**src/hdl/atlf_pkg.sv**
```systemverilog
// ----------------------------------------------------------------------------
// atlf_pkg
// Shared constants, types and helpers of the AT response line framer.
// ----------------------------------------------------------------------------
package atlf_pkg;

    // Line buffer sizing. At most LINE_MAX-2 content bytes are kept.
    localparam int LINE_MAX    = 64;
    localparam int STORE_CAP   = LINE_MAX - 2;
    localparam int STORE_DEPTH = 64;
    localparam int ADDR_W      = $clog2(STORE_DEPTH);
    localparam int LEN_W       = ADDR_W + 1;
    localparam int HEAD_LEN    = 5;

    // Characters of interest.
    localparam logic [7:0] CH_CR = 8'h0D;
    localparam logic [7:0] CH_LF = 8'h0A;
    localparam logic [7:0] CH_GT = 8'h3E;
    localparam logic [7:0] CH_SP = 8'h20;
    localparam logic [7:0] CH_NUL = 8'h00;

    // First bytes of a line; entry 0 is the first received byte.
    typedef logic [HEAD_LEN-1:0][7:0] t_head;

    // Unsolicited SMS headers that pull in the following line.
    localparam t_head SMS_CMT = {8'h3A, 8'h54, 8'h4D, 8'h43, 8'h2B};
    localparam t_head SMS_CDS = {8'h3A, 8'h53, 8'h44, 8'h43, 8'h2B};
    localparam t_head SMS_CBM = {8'h3A, 8'h4D, 8'h42, 8'h43, 8'h2B};

    // Line store access from the sequencer.
    typedef struct packed {
        logic              we;
        logic [ADDR_W-1:0] waddr;
        logic [7:0]        wdata;
        logic [ADDR_W-1:0] raddr;
    } t_store_req;

    // One result transaction.
    typedef struct packed {
        logic [7:0] line_byte;
        logic       byte_valid;
        logic       line_last;
        logic       line_overflow;
    } t_item;

    function automatic logic is_sms_head(input t_head head);
        return (head == SMS_CMT) || (head == SMS_CDS) || (head == SMS_CBM);
    endfunction

endpackage

```
**src/hdl/atlf_store.sv**
```systemverilog
// ----------------------------------------------------------------------------
// atlf_store
// Line content memory: one write port and one registered read port.
// ----------------------------------------------------------------------------
module atlf_store (
    input  logic                  i_clk,
    input  atlf_pkg::t_store_req  i_req,
    output logic [7:0]            o_rd_data
);

    logic [7:0] r_mem [atlf_pkg::STORE_DEPTH];
    logic [7:0] r_rd_data;

    always_ff @(posedge i_clk) begin
        if (i_req.we) begin
            r_mem[i_req.waddr] <= i_req.wdata;
        end
        r_rd_data <= r_mem[i_req.raddr];
    end

    assign o_rd_data = r_rd_data;

endmodule

```
**src/hdl/atlf_seq.sv**
```systemverilog
// ----------------------------------------------------------------------------
// atlf_seq
// Framing state machine and emission sequencer of the line framer.
// ----------------------------------------------------------------------------
module atlf_seq (
    input  logic                  i_clk,
    input  logic                  i_rst_n,
    input  logic                  i_in_valid,
    input  logic [7:0]            i_in_byte,
    output logic                  o_in_ready,
    output atlf_pkg::t_store_req  o_store,
    input  logic [7:0]            i_rd_data,
    input  logic                  i_out_free,
    output logic                  o_emit,
    output atlf_pkg::t_item       o_item
);

    typedef enum logic [2:0] {
        S_IDLE, S_APPLF, S_FETCH, S_CHECK, S_EMPTY, S_GT, S_SP
    } t_state;

    typedef enum logic [1:0] {
        PH_WAIT_CR, PH_WAIT_LF, PH_COLLECT, PH_WAIT_END
    } t_phase;

    localparam int LW = atlf_pkg::LEN_W;

    t_state                r_state, n_state;
    t_phase                r_phase, n_phase;
    logic                  r_sms, n_sms;
    logic [LW-1:0]         r_len, n_len;
    logic                  r_dropped, n_dropped;
    atlf_pkg::t_head       r_head, n_head;
    logic [LW-1:0]         r_idx, n_idx;
    logic [7:0]            r_cur, n_cur;
    logic                  r_have, n_have;

    logic                  app_en;
    logic [7:0]            app_byte;
    logic                  can_app;
    logic                  lone_gt;
    logic                  term;

    assign can_app = (r_len < LW'(atlf_pkg::STORE_CAP)) &&
                     (r_len < LW'(atlf_pkg::STORE_DEPTH));
    assign lone_gt = (r_len == LW'(1)) && (r_head[0] == atlf_pkg::CH_GT);
    // The shared byte compare: end of stored data or a zero byte ends a line.
    assign term    = (r_idx >= r_len) || (i_rd_data == atlf_pkg::CH_NUL);

    always_comb begin
        n_state   = r_state;
        n_phase   = r_phase;
        n_sms     = r_sms;
        n_len     = r_len;
        n_dropped = r_dropped;
        n_head    = r_head;
        n_idx     = r_idx;
        n_cur     = r_cur;
        n_have    = r_have;
        app_en    = 1'b0;
        app_byte  = i_in_byte;
        o_in_ready = 1'b0;
        o_emit    = 1'b0;
        o_item    = '0;
        o_item.line_overflow = r_dropped;
        o_store.raddr = r_idx[atlf_pkg::ADDR_W-1:0];

        case (r_state)
            S_IDLE: begin
                o_in_ready = 1'b1;
                if (i_in_valid) begin
                    case (r_phase)
                        PH_WAIT_CR: begin
                            if (i_in_byte == atlf_pkg::CH_CR) begin
                                n_phase = PH_WAIT_LF;
                                n_sms   = 1'b0;
                            end
                        end
                        PH_WAIT_LF: begin
                            if (i_in_byte == atlf_pkg::CH_LF) begin
                                n_phase = PH_COLLECT;
                            end
                        end
                        PH_COLLECT: begin
                            if (i_in_byte == atlf_pkg::CH_CR) begin
                                n_phase = PH_WAIT_END;
                            end else begin
                                app_en = 1'b1;
                                if (r_len == '0 && i_in_byte == atlf_pkg::CH_GT) begin
                                    n_phase = PH_WAIT_END;
                                end
                            end
                        end
                        default: begin
                            if (i_in_byte == atlf_pkg::CH_LF) begin
                                if (lone_gt) begin
                                    n_state = S_EMPTY;
                                end else if (!r_sms &&
                                             r_len >= LW'(atlf_pkg::HEAD_LEN) &&
                                             atlf_pkg::is_sms_head(r_head)) begin
                                    // Keep CR LF between the two lines of the pair.
                                    app_en   = 1'b1;
                                    app_byte = atlf_pkg::CH_CR;
                                    n_sms    = 1'b1;
                                    n_phase  = PH_COLLECT;
                                    n_state  = S_APPLF;
                                end else begin
                                    n_idx   = '0;
                                    n_have  = 1'b0;
                                    n_state = S_FETCH;
                                end
                            end else if (i_in_byte == atlf_pkg::CH_SP && lone_gt) begin
                                n_state = S_GT;
                            end
                        end
                    endcase
                end
            end
            S_APPLF: begin
                app_en   = 1'b1;
                app_byte = atlf_pkg::CH_LF;
                n_state  = S_IDLE;
            end
            S_FETCH: begin
                n_state = S_CHECK;
            end
            S_CHECK: begin
                // One byte is held back so that the last one can be marked.
                if (term) begin
                    if (i_out_free) begin
                        o_emit = 1'b1;
                        o_item.line_byte  = r_have ? r_cur : 8'h00;
                        o_item.byte_valid = r_have;
                        o_item.line_last  = 1'b1;
                        n_len     = '0;
                        n_dropped = 1'b0;
                        n_phase   = PH_WAIT_CR;
                        n_state   = S_IDLE;
                    end
                end else if (r_have) begin
                    if (i_out_free) begin
                        o_emit = 1'b1;
                        o_item.line_byte  = r_cur;
                        o_item.byte_valid = 1'b1;
                        n_cur   = i_rd_data;
                        n_idx   = r_idx + LW'(1);
                        n_state = S_FETCH;
                    end
                end else begin
                    n_cur   = i_rd_data;
                    n_have  = 1'b1;
                    n_idx   = r_idx + LW'(1);
                    n_state = S_FETCH;
                end
            end
            S_EMPTY: begin
                if (i_out_free) begin
                    o_emit = 1'b1;
                    o_item.line_last = 1'b1;
                    n_len     = '0;
                    n_dropped = 1'b0;
                    n_phase   = PH_WAIT_CR;
                    n_state   = S_IDLE;
                end
            end
            S_GT: begin
                if (i_out_free) begin
                    o_emit = 1'b1;
                    o_item.line_byte  = atlf_pkg::CH_GT;
                    o_item.byte_valid = 1'b1;
                    n_state = S_SP;
                end
            end
            S_SP: begin
                if (i_out_free) begin
                    o_emit = 1'b1;
                    o_item.line_byte  = atlf_pkg::CH_SP;
                    o_item.byte_valid = 1'b1;
                    o_item.line_last  = 1'b1;
                    n_len     = '0;
                    n_dropped = 1'b0;
                    n_phase   = PH_WAIT_CR;
                    n_state   = S_IDLE;
                end
            end
            default: begin
                n_state = S_IDLE;
            end
        endcase

        // Append into the line store, or mark the line when it is full.
        o_store.we    = 1'b0;
        o_store.waddr = r_len[atlf_pkg::ADDR_W-1:0];
        o_store.wdata = app_byte;
        if (app_en) begin
            if (can_app) begin
                o_store.we = 1'b1;
                n_len      = r_len + LW'(1);
                if (r_len < LW'(atlf_pkg::HEAD_LEN)) begin
                    n_head[r_len[2:0]] = app_byte;
                end
            end else begin
                n_dropped = 1'b1;
            end
        end
    end

    always_ff @(posedge i_clk) begin
        if (!i_rst_n) begin
            r_state   <= S_IDLE;
            r_phase   <= PH_WAIT_CR;
            r_sms     <= 1'b0;
            r_len     <= '0;
            r_dropped <= 1'b0;
            r_have    <= 1'b0;
            r_idx     <= '0;
        end else begin
            r_state   <= n_state;
            r_phase   <= n_phase;
            r_sms     <= n_sms;
            r_len     <= n_len;
            r_dropped <= n_dropped;
            r_have    <= n_have;
            r_idx     <= n_idx;
        end
        r_head <= n_head;
        r_cur  <= n_cur;
    end

endmodule

```
**src/hdl/at_response_line_framer_top.sv**
```systemverilog
// ----------------------------------------------------------------------------
// at_response_line_framer_top
// Frames AT command responses from a modem receive byte stream.
// ----------------------------------------------------------------------------
// Usage:
// The slave channel takes one received modem byte per transaction in tdata.
// The master channel gives the framed lines, one byte per transaction: tdata
// holds the byte, tlast marks the final byte of a line, tuser[0] says tdata
// holds data (low for the single transaction of an empty line) and tuser[1]
// says bytes of the line were dropped because the line buffer was full.
// A byte that completes no line leaves the input ready for the next byte.
// The LF that ends the first line of a kept SMS pair holds off the next
// byte while CR and LF are both written to the store.
// The LF that ends a line starts the emission sequencer, which walks the line
// store through its single read port and one byte compare, passing through
// a fetch and a check state for each output byte. A prompt ("> ") is given
// as '>' and ' ' without reading the store; a lone '>' line is given as
// the single transaction of an empty line. No new byte is taken while a
// line is emitted.
// A stalled receiver holds the current result in the output register and
// the sequencer waits; the final result may still wait while the next
// input byte is already taken. Reset is synchronous and clears the framing
// state and the output valid; the line store needs no clearing.
// ----------------------------------------------------------------------------
module at_response_line_framer_top (
    input  logic       i_clk,
    input  logic       i_rst_n,
    input  logic       i_s_axis_tvalid,
    output logic       o_s_axis_tready,
    input  logic [7:0] i_s_axis_tdata,   // [7:0] rx_byte
    output logic       o_m_axis_tvalid,
    input  logic       i_m_axis_tready,
    output logic [7:0] o_m_axis_tdata,   // [7:0] line_byte
    output logic       o_m_axis_tlast,   // line_last
    output logic [1:0] o_m_axis_tuser    // [0] byte_valid, [1] line_overflow
);

    atlf_pkg::t_store_req store_req;
    logic [7:0]           rd_data;
    logic                 out_free;
    logic                 emit;
    atlf_pkg::t_item      item;

    logic                 r_out_valid;
    atlf_pkg::t_item      r_out_item;

    atlf_store u_store (
        .i_clk     (i_clk),
        .i_req     (store_req),
        .o_rd_data (rd_data)
    );

    atlf_seq u_seq (
        .i_clk      (i_clk),
        .i_rst_n    (i_rst_n),
        .i_in_valid (i_s_axis_tvalid),
        .i_in_byte  (i_s_axis_tdata),
        .o_in_ready (o_s_axis_tready),
        .o_store    (store_req),
        .i_rd_data  (rd_data),
        .i_out_free (out_free),
        .o_emit     (emit),
        .o_item     (item)
    );

    // The output register can take a new result when empty or being drained.
    assign out_free = !r_out_valid || i_m_axis_tready;

    always_ff @(posedge i_clk) begin
        if (!i_rst_n) begin
            r_out_valid <= 1'b0;
        end else if (out_free) begin
            r_out_valid <= emit;
        end
        if (out_free && emit) begin
            r_out_item <= item;
        end
    end

    assign o_m_axis_tvalid   = r_out_valid;
    assign o_m_axis_tdata    = r_out_item.line_byte;
    assign o_m_axis_tlast    = r_out_item.line_last;
    assign o_m_axis_tuser[0] = r_out_item.byte_valid;
    assign o_m_axis_tuser[1] = r_out_item.line_overflow;

endmodule

```
**config.mk**
```make
export PLATFORM = sky130hd
export DESIGN_NAME = at_response_line_framer_top
export DESIGN_NICKNAME = d
export VERILOG_FILES = /design/src/hdl/atlf_pkg.sv /design/src/hdl/atlf_store.sv /design/src/hdl/atlf_seq.sv /design/src/hdl/at_response_line_framer_top.sv
export SDC_FILE = /design/constraint.sdc
export NUM_CORES = 1
export LEC_CHECK = 0
export BUFFER_PORTS_ARGS = -buffer_cell sky130_fd_sc_hd__buf_2
export CORE_MARGIN = 2
export CORE_UTILIZATION = 55
export CTS_CLUSTER_SIZE = 40
export DETAILED_ROUTE_END_ITERATION = 10
export PLACE_DENSITY_LB_ADDON = 0.25
export SKIP_LAST_GASP = 1
export SLEW_MARGIN = 15
export SYNTH_ARGS = -nofsm -noshare
export SYNTH_HDL_FRONTEND = slang
export SYNTH_SLANG_ARGS = --single-unit
```
**constraint.sdc**
```tcl
create_clock -name i_clk -period 6.6 [get_ports i_clk]
set_clock_uncertainty 0.05 [all_clocks]
set_input_delay 0.99 -clock i_clk [delete_from_list [all_inputs] [get_ports i_clk]]
set_output_delay 0.99 -clock i_clk [all_outputs]
set_load 0.05 [all_outputs]
```
==> results of run 1 <==
## worst max path at each step
stage                                 endpoint  slack (ns)  cells after the start
after global routing      u_store.r_mem[44][5]        2.19                      7
after detailed placement  u_store.r_mem[41][7]        2.17                      9
after floorplan           u_store.r_mem[39][0]        2.64                      8
after global placement    u_store.r_mem[40][7]        2.24                      9
after CTS                       u_seq.r_idx[4]        2.24                      9
final                     u_store.r_mem[50][5]        2.49                      6
## worst reg2reg max path: stages (launching register included)
cell,delay (ns)
dfxtp_1,0.77
nor4_1,0.29
a2111oi_0,0.41
o211ai_1,0.47
o21a_1,0.49
or3_1,0.56
nor2_1,0.69
## registers in the layout, indices dropped and copies added, names as in the netlist, 2 cells and up
register           count
u_seq.r_head          40
o_m_axis_tdata         8
u_store.r_mem        512
u_seq.r_len            7
u_seq.r_phase          2
u_seq.r_idx            7
u_store.o_rd_data      8
u_seq.r_state          3
u_seq.r_cur            8
o_m_axis_tuser         2
## synthesized netlist by cell type (all sizes together), types with 7 or more instances
| cell | n |
|---|---|
| inv | 14 |
| and2 | 10 |
| mux4 | 168 |
| nand4 | 7 |
| nand3 | 22 |
| nand2 | 41 |
| nor3 | 20 |
| nor2 | 65 |
| nor4 | 15 |
| or3 | 13 |
| nand2b | 9 |
| buf | 23 |
| clkbuf | 42 |
| edfxtp | 571 |
| a21oi | 29 |
| dfxtp | 31 |
| ha | 15 |
| o21ai | 14 |
## routing by layer
metal	track usage, %	vias to the layer above	share of wire (%)
met1	33.34	5979	42
met4	8.402	2	3.1
li1	-	4965	-
met5	0	-	0.026
met3	4.792	82	7.0
met2	35.81	420	48
## kinds of logic (layout without fill, tap and decap cells)
| kind of cell | Yosys count | in the layout | synth area share [%] |
|---|---|---|---|
| other cells | 1 | 16 | 0.01579 |
| simple gates | 232 | 232 | 5.073 |
| compound gates | 68 | 68 | 1.754 |
| fa+ha+maj | 15 | 15 | 0.7902 |
| xor+xnor | 2 | 2 | 0.07376 |
| buf+inv | 81 | 168 | 1.391 |
| flops | 602 | 602 | 74.80 |
| mux | 172 | 172 | 16.10 |
## area by class of cell
cell class | instances | area, sq um
timing repair buffer | 45 | 277.8
inverter | 16 | 60.06
fill | 2973 | 16350
clock buffer | 71 | 1564
tap | 585 | 732.0
multi-input combinational | 505 | 5777
clock inverter | 36 | 346.6
sequential | 602 | 17780
## through the flow
stage,cells,hold WS (ns),instance area (sq um)
after floorplan,1188,0.3586,23810
after global placement,1753,0.3709,24570
after detailed placement,1753,0.3705,24570
after CTS,1860,0.3842,26480
after global routing,1860,0.4124,26530
final,1860,0.3817,26530
## report_power, final
part	internal [mW]	switching [mW]	leakage, nW
combinational	0.0101	0.0707	1.70
clock	1.92	1.38	0.912
sequential	4.18	0.00132	5.40
==> reports/metrics.yaml, run 1 <==
outcome:
  status: "finished, final reports clean"
floorplanning:
  die_x_um: 211.8
  num_io_pins: 25
  num_rows: 76
  core_sq_um: 42890
  dieArea_sq_um: 44860
  die_y_um: 211.8
  start_util_pct: 55.38
synth:
  synth_edf_count: 571
  synth.ff_latch_count: 602
  synth_cell_type_count: 61
  yosysTopAreaCellShare_pct: 72.19
  synth_cells: 1173
  ys_seq_area_share_pct: 74.80
  synth_area_sq_um: 23750
  avgSynthCellArea_sq_um: 20.25
  async_reset_ff_share_pct: 0
  yosys.area.top_type: "edfxtp_1"
  yosysWarnings: 0
  ys.flop_type: "edfxtp_1"
  synthTopCellsByArea: "edfxtp_1 72%, mux4_2 16%, dfxtp_1 2.6%"
finish:
  utilization_pct: 61.87
  final_cell_mix: "571 x edfxtp_1, 168 x mux4_2, 65 x nor2_1"
  diodes: 0
  drive_above_1_share_pct: 25.73
  final_common_cell: "edfxtp_1"
  nets: 1256
  area_growth_pct: 11.71
worst_setup_path:
  r2r_end: "u_store.r_mem[50][5]"
  r2r_cells: 6
  crit_required_ns: 6.79
  path_buf_inv: 0
  reg2reg_slack_ns: 2.49
  crit_type: "reg -> reg"
  slowest_stage: "dfxtp_1"
  critPathArrivalTime_ns: 4.30
  startpoint_type: "flip-flop"
  rr_startpoint: "u_seq.r_len[3]"
  critPathMaxFanout: 18
  path_cells: "nor4_1, a2111oi_0, o211ai_1, o21a_1, or3_1, nor2_1"
  max_stage_delay_ns: 0.77
  path_delay_family: "simple AND/OR/NAND/NOR gates"
  cp-startpoint: "u_seq.r_len[3]"
  crit_path_end_kind: "flip-flop"
clocking:
  clk_pin_slew_ns: 0.06
  clkSinkCount: 602
  cts_tree: "built"
  cts_inserted_buffers: 59
  cts_max_path_buffers: 3
  cts_max_level: 2
  post-cts-setup-buffers: 0
  root_buffer: "clkbuf_16"
  clkLatencyLatePin_ns: 0.62
  hold_buffers: 0
  cts-resized-gates: 0
timing:
  fin_ws_ns: 2.487
  final.min_clock_period_ns: 4.113
  finalMaxSlewViolations: 0
  hold_viol_final: 0
  fin_crit_sh_pct: 62.31
  max_slew_margin_pct: 25.32
  rsz0062_at_grt: "no"
  setup_viol: 0
  max_freq_mhz: 243.1
  worst_pin_slew_ns: 1.112
  final.setup.tns_ns: 0
drt:
  routed-via-count: 11448
  drtIter0Drc: 1195
  drc: 0
  wl_um: 49840
  ant_nets: 0
  wl_per_cell_um: 26.80
  vias_per_cell: 6.155
  first_pass_iters: 5
grt:
  grt_pass1_vias: 11425
  antenna_found_initial: 1
  grt_usage_pct: 23.19
  grt_max_degree: 73
  gr-total-overflow: 0
  grt_pass1_wl_um: 74780
power_and_ir_drop:
  p_per_area_nw_per_um2: 284.9
  total_power_mw: 7.559
  vdd_drop_max_uv: 245.4
  p_leak_nw: 8.017
place:
  hpwlAfterDp_um: 29760
  post-place-ws_ns: 2.169
  globalplace.congestion: 0.8202
  portBuffers: 24
worst_hold_path:
  whs_path_depth: 0
  hp-start: "u_store.o_rd_data[5]"
  hold_path_end: "u_seq.r_cur[5]"
  min_path_type: "reg -> reg"
job:
  drv_cap: 0
(Power assumes the default switching activity.)
==> run 2, diff against run 1 <==
--- a/config.mk
+++ b/config.mk
@@ -5,6 +5,7 @@
 export SDC_FILE = /design/constraint.sdc
 export NUM_CORES = 1
 export LEC_CHECK = 0
+export ABC_AREA = 1
 export BUFFER_PORTS_ARGS = -buffer_cell sky130_fd_sc_hd__buf_2
 export CORE_MARGIN = 2
 export CORE_UTILIZATION = 55
==> constraint.sdc (replaced) <==
create_clock -name i_clk -period 4 [get_ports i_clk]
set_clock_uncertainty 0.05 [all_clocks]
set_input_delay 0.6 -clock i_clk [delete_from_list [all_inputs] [get_ports i_clk]]
set_output_delay 0.6 -clock i_clk [all_outputs]
set_load 0.05 [all_outputs]
==> reports/metrics.yaml, run 2 <==
timing:
  timing.hold.ws_ns: 0.2460  # -0.1357 ns
  max_slew_margin_pct: 28.96  # +3.6 points
  finalMaxSlewViolations: 0  # unchanged
  final.setup.tns_ns: 0  # unchanged
  fin_crit_sh_pct: 76.02  # +14 points
  worst_pin_slew_ns: 1.063  # -0.04900 ns
  setup_viol: 0  # unchanged
  final.min_clock_period_ns: 3.041  # -1.072 ns
  rsz0062_at_grt: "no"
  max_freq_mhz: 328.9  # +35%
  hold_viol_final: 0  # unchanged
floorplanning:
  num_rows: 77  # +1.3%
  core_sq_um: 44220  # +3.1%
  dieArea_sq_um: 46610  # +3.9%
  die_x_um: 215.9  # +1.9%
  start_util_pct: 55.84  # +0.46 points
  num_io_pins: 25  # unchanged
  die_y_um: 215.9  # +1.9%
worst_setup_path:
  slowest_stage: "nor2_1"
  path_cells: "nand2_1, inv_2, nor2_1, nand3_2, nor2_2, nor2_4, nand3_1, nand2_1, nand2_4, nand2_8, nand2_1, nor2_1"
  crit_path_end_kind: "flip-flop"
  crit_type: "reg -> reg"
  reg2reg_slack_ns: 0.96  # -1.53 ns
  r2r_end: "u_seq.r_head[19]"
  critPathArrivalTime_ns: 3.24  # -1.06 ns
  max_stage_delay_ns: 0.58  # -0.19 ns
  r2r_cells: 12  # +6
  critPathMaxFanout: 18  # unchanged
  rr_startpoint: "u_seq.r_len[2]"
  startpoint_type: "flip-flop"
  crit_required_ns: 4.20  # -2.59 ns
  crit_top_cell: "nand2_1"
grt:
  grt_max_degree: 171  # +130%
  antenna_found_initial: 0  # -1
  grt_pass1_wl_um: 95440  # +28%
  grt_usage_pct: 27.38  # +4.2 points
  gr-total-overflow: 0  # unchanged
  grt_pass1_vias: 15689  # +37%
power_and_ir_drop:
  vdd_drop_max_uv: 303.4  # +24%
  p_per_area_nw_per_um2: 452.8  # +59%
  p_leak_nw: 9.139  # +14%
drt:
  top_layer: "met5"
  ant_nets: 0  # unchanged
  first_pass_iters: 6  # +1
  routed-via-count: 16741  # +46%
  drtIter0Drc: 2313  # +94%
  wl_met2_um: 29570  # +24%
  drc: 0  # unchanged
  wl_per_cell_um: 23.54  # -12%
  wl_um: 64000  # +28%
  met1Wirelength_um: 25010  # +19%
  vias_per_cell: 6.157  # about the same
  met3RoutedLength_um: 6673  # +91%
place:
  place_inst: 2614  # +49%
  portBuffers: 24  # unchanged
  globalplace.congestion: 0.9208  # +12%
  hpwlAfterDp_um: 38130  # +28%
finish:
  final_common_cell: "edfxtp_1"
  largest_reg_flops: 512  # unchanged
  diodes: 0  # unchanged
  reg_top3: "u_store.r_mem x512, u_seq.r_head x40"
  area_growth_pct: 10.66
  top_register: "u_store.r_mem"
  final_cell_mix: "571 x edfxtp_1, 425 x nor2_1, 272 x o21ai_0"
  utilization_pct: 61.79  # -0.077 points
  drive_above_1_share_pct: 8.651  # -17 points
  nets: 2108  # +68%
  final_cells: 2719  # +46%
  n_fill_cell: 3370  # +13%
outcome:
  status: "finished, final reports clean"
job:
  drv_cap: 0  # unchanged
synth:
  synth_edf_count: 571  # unchanged
  synth_cell_type_count: 39  # -36%
  yosys.area.top_type: "edfxtp_1"
  synthTopCellsByArea: "edfxtp_1 69%, nor2_1 6.5%, o21ai_0 5.6%"
  ys_seq_area_share_pct: 71.95  # -2.9 points
  yosysWarnings: 0  # unchanged
  synth_cells: 2059  # +76%
  ys.flop_type: "edfxtp_1"
  async_reset_ff_share_pct: 0  # unchanged
  ys_top_cells_by_count: "571 x edfxtp_1, 430 x nor2_1, 274 x o21ai_0, 200 x nand2_1, 85 x clkbuf_1"
  yosysMostFrequentCell: "edfxtp_1"
  synth.ff_latch_count: 602  # unchanged
  avgSynthCellArea_sq_um: 11.99  # -41%
  yosysTopAreaCellShare_pct: 69.44  # -2.8 points
  synth_area_sq_um: 24690  # +4.0%
worst_hold_path:
  min_path_type: "in -> reg"
  whs_path_depth: 3  # +3
  hp-start: "i_rst_n"
  hold_path_end: "o_m_axis_tvalid"
clocking:
  clk_pin_slew_ns: 0.06  # about the same
  cts_tree: "built"
  cts_inserted_buffers: 57  # -3.4%
  clkSinkCount: 602  # unchanged
  root_buffer: "clkbuf_16"
  cts_max_path_buffers: 3  # unchanged
  clkLatencyLatePin_ns: 0.63  # about the same
  post-cts-setup-buffers: 0  # unchanged
  cts_max_level: 2  # unchanged
  hold_buffers: 0  # unchanged
  cts-resized-gates: 0  # unchanged
==> run 2: metrics by stage <==
stage	area, sq um	worst slack (ns)	power, mW
2_1_floorplan	24750	-0.1856	7.228
3_3_place_gp	25570	0.8268	7.373
3_5_place_dp	25570	0.7367	7.374
4_1_cts	27330	0.9658	12.40
5_1_grt	27330	0.7661	12.67
6_report	27330	0.9592	12.37
==> run 2: worst max-delay path by stage <==
stage          slack, ns                  end               from
2_1_floorplan      -0.19     u_seq.r_head[10]   u_seq.r_state[2]
3_3_place_gp        0.83  u_store.r_mem[0][5]  i_s_axis_tdata[0]
3_5_place_dp        0.74     u_seq.r_head[23]  i_s_axis_tdata[7]
4_1_cts             0.97     u_seq.r_head[20]     u_seq.r_len[2]
5_1_grt             0.77     u_seq.r_head[19]     u_seq.r_len[1]
6_report            0.96     u_seq.r_head[19]     u_seq.r_len[2]
==> run 2: worst max-delay path: cells and delay by family, from the launching register on <==
kind | cells | cell delay, ns
simple gates | 11 | 1.98
buf+inv | 1 | 0.11
flops | 1 | 0.51
==> run 2: per-layer routing <==
metal / track usage [%] / vias to the layer above
met2: 43.01 / 1009
met1: 37.81 / 8091
met4: 11.68 / 2
met5: 0.9375 / -
met3: 4.975 / 156
li1: - / 7483
==> run 2: cells by family after synthesis <==
family,Yosys count,synth area share (%)
AOI/OAI and AO/OA,450,10.38
xor gates and xnor gates,6,0.2128
adders and majority gates,15,0.7601
buffers and inverters,204,3.248
DFF,602,71.95
other,1,0.01519
and+or+nand+nor,781,13.43
==> run 2: final cells by class <==
class                      instances  area (sq um)  share of cell area, %
inverter                          96         365.4                  1.337
clock buffer                      75          1535                  5.618
timing repair buffer              56         447.9                  1.639
tap                              592         740.7                  2.711
sequential                       602         17780                  65.05
clock inverter                    30         220.2                 0.8059
multi-input combinational       1268          6240                  22.84
==> run 2: power breakdown <==
group | switching (mW) | leakage (nW) | total, mW | internal [mW]
registers | 0.0142 | 5.40 | 6.93 | 6.92
logic | 0.244 | 2.89 | 0.310 | 0.0654
clock network | 2.30 | 0.846 | 5.13 | 2.83
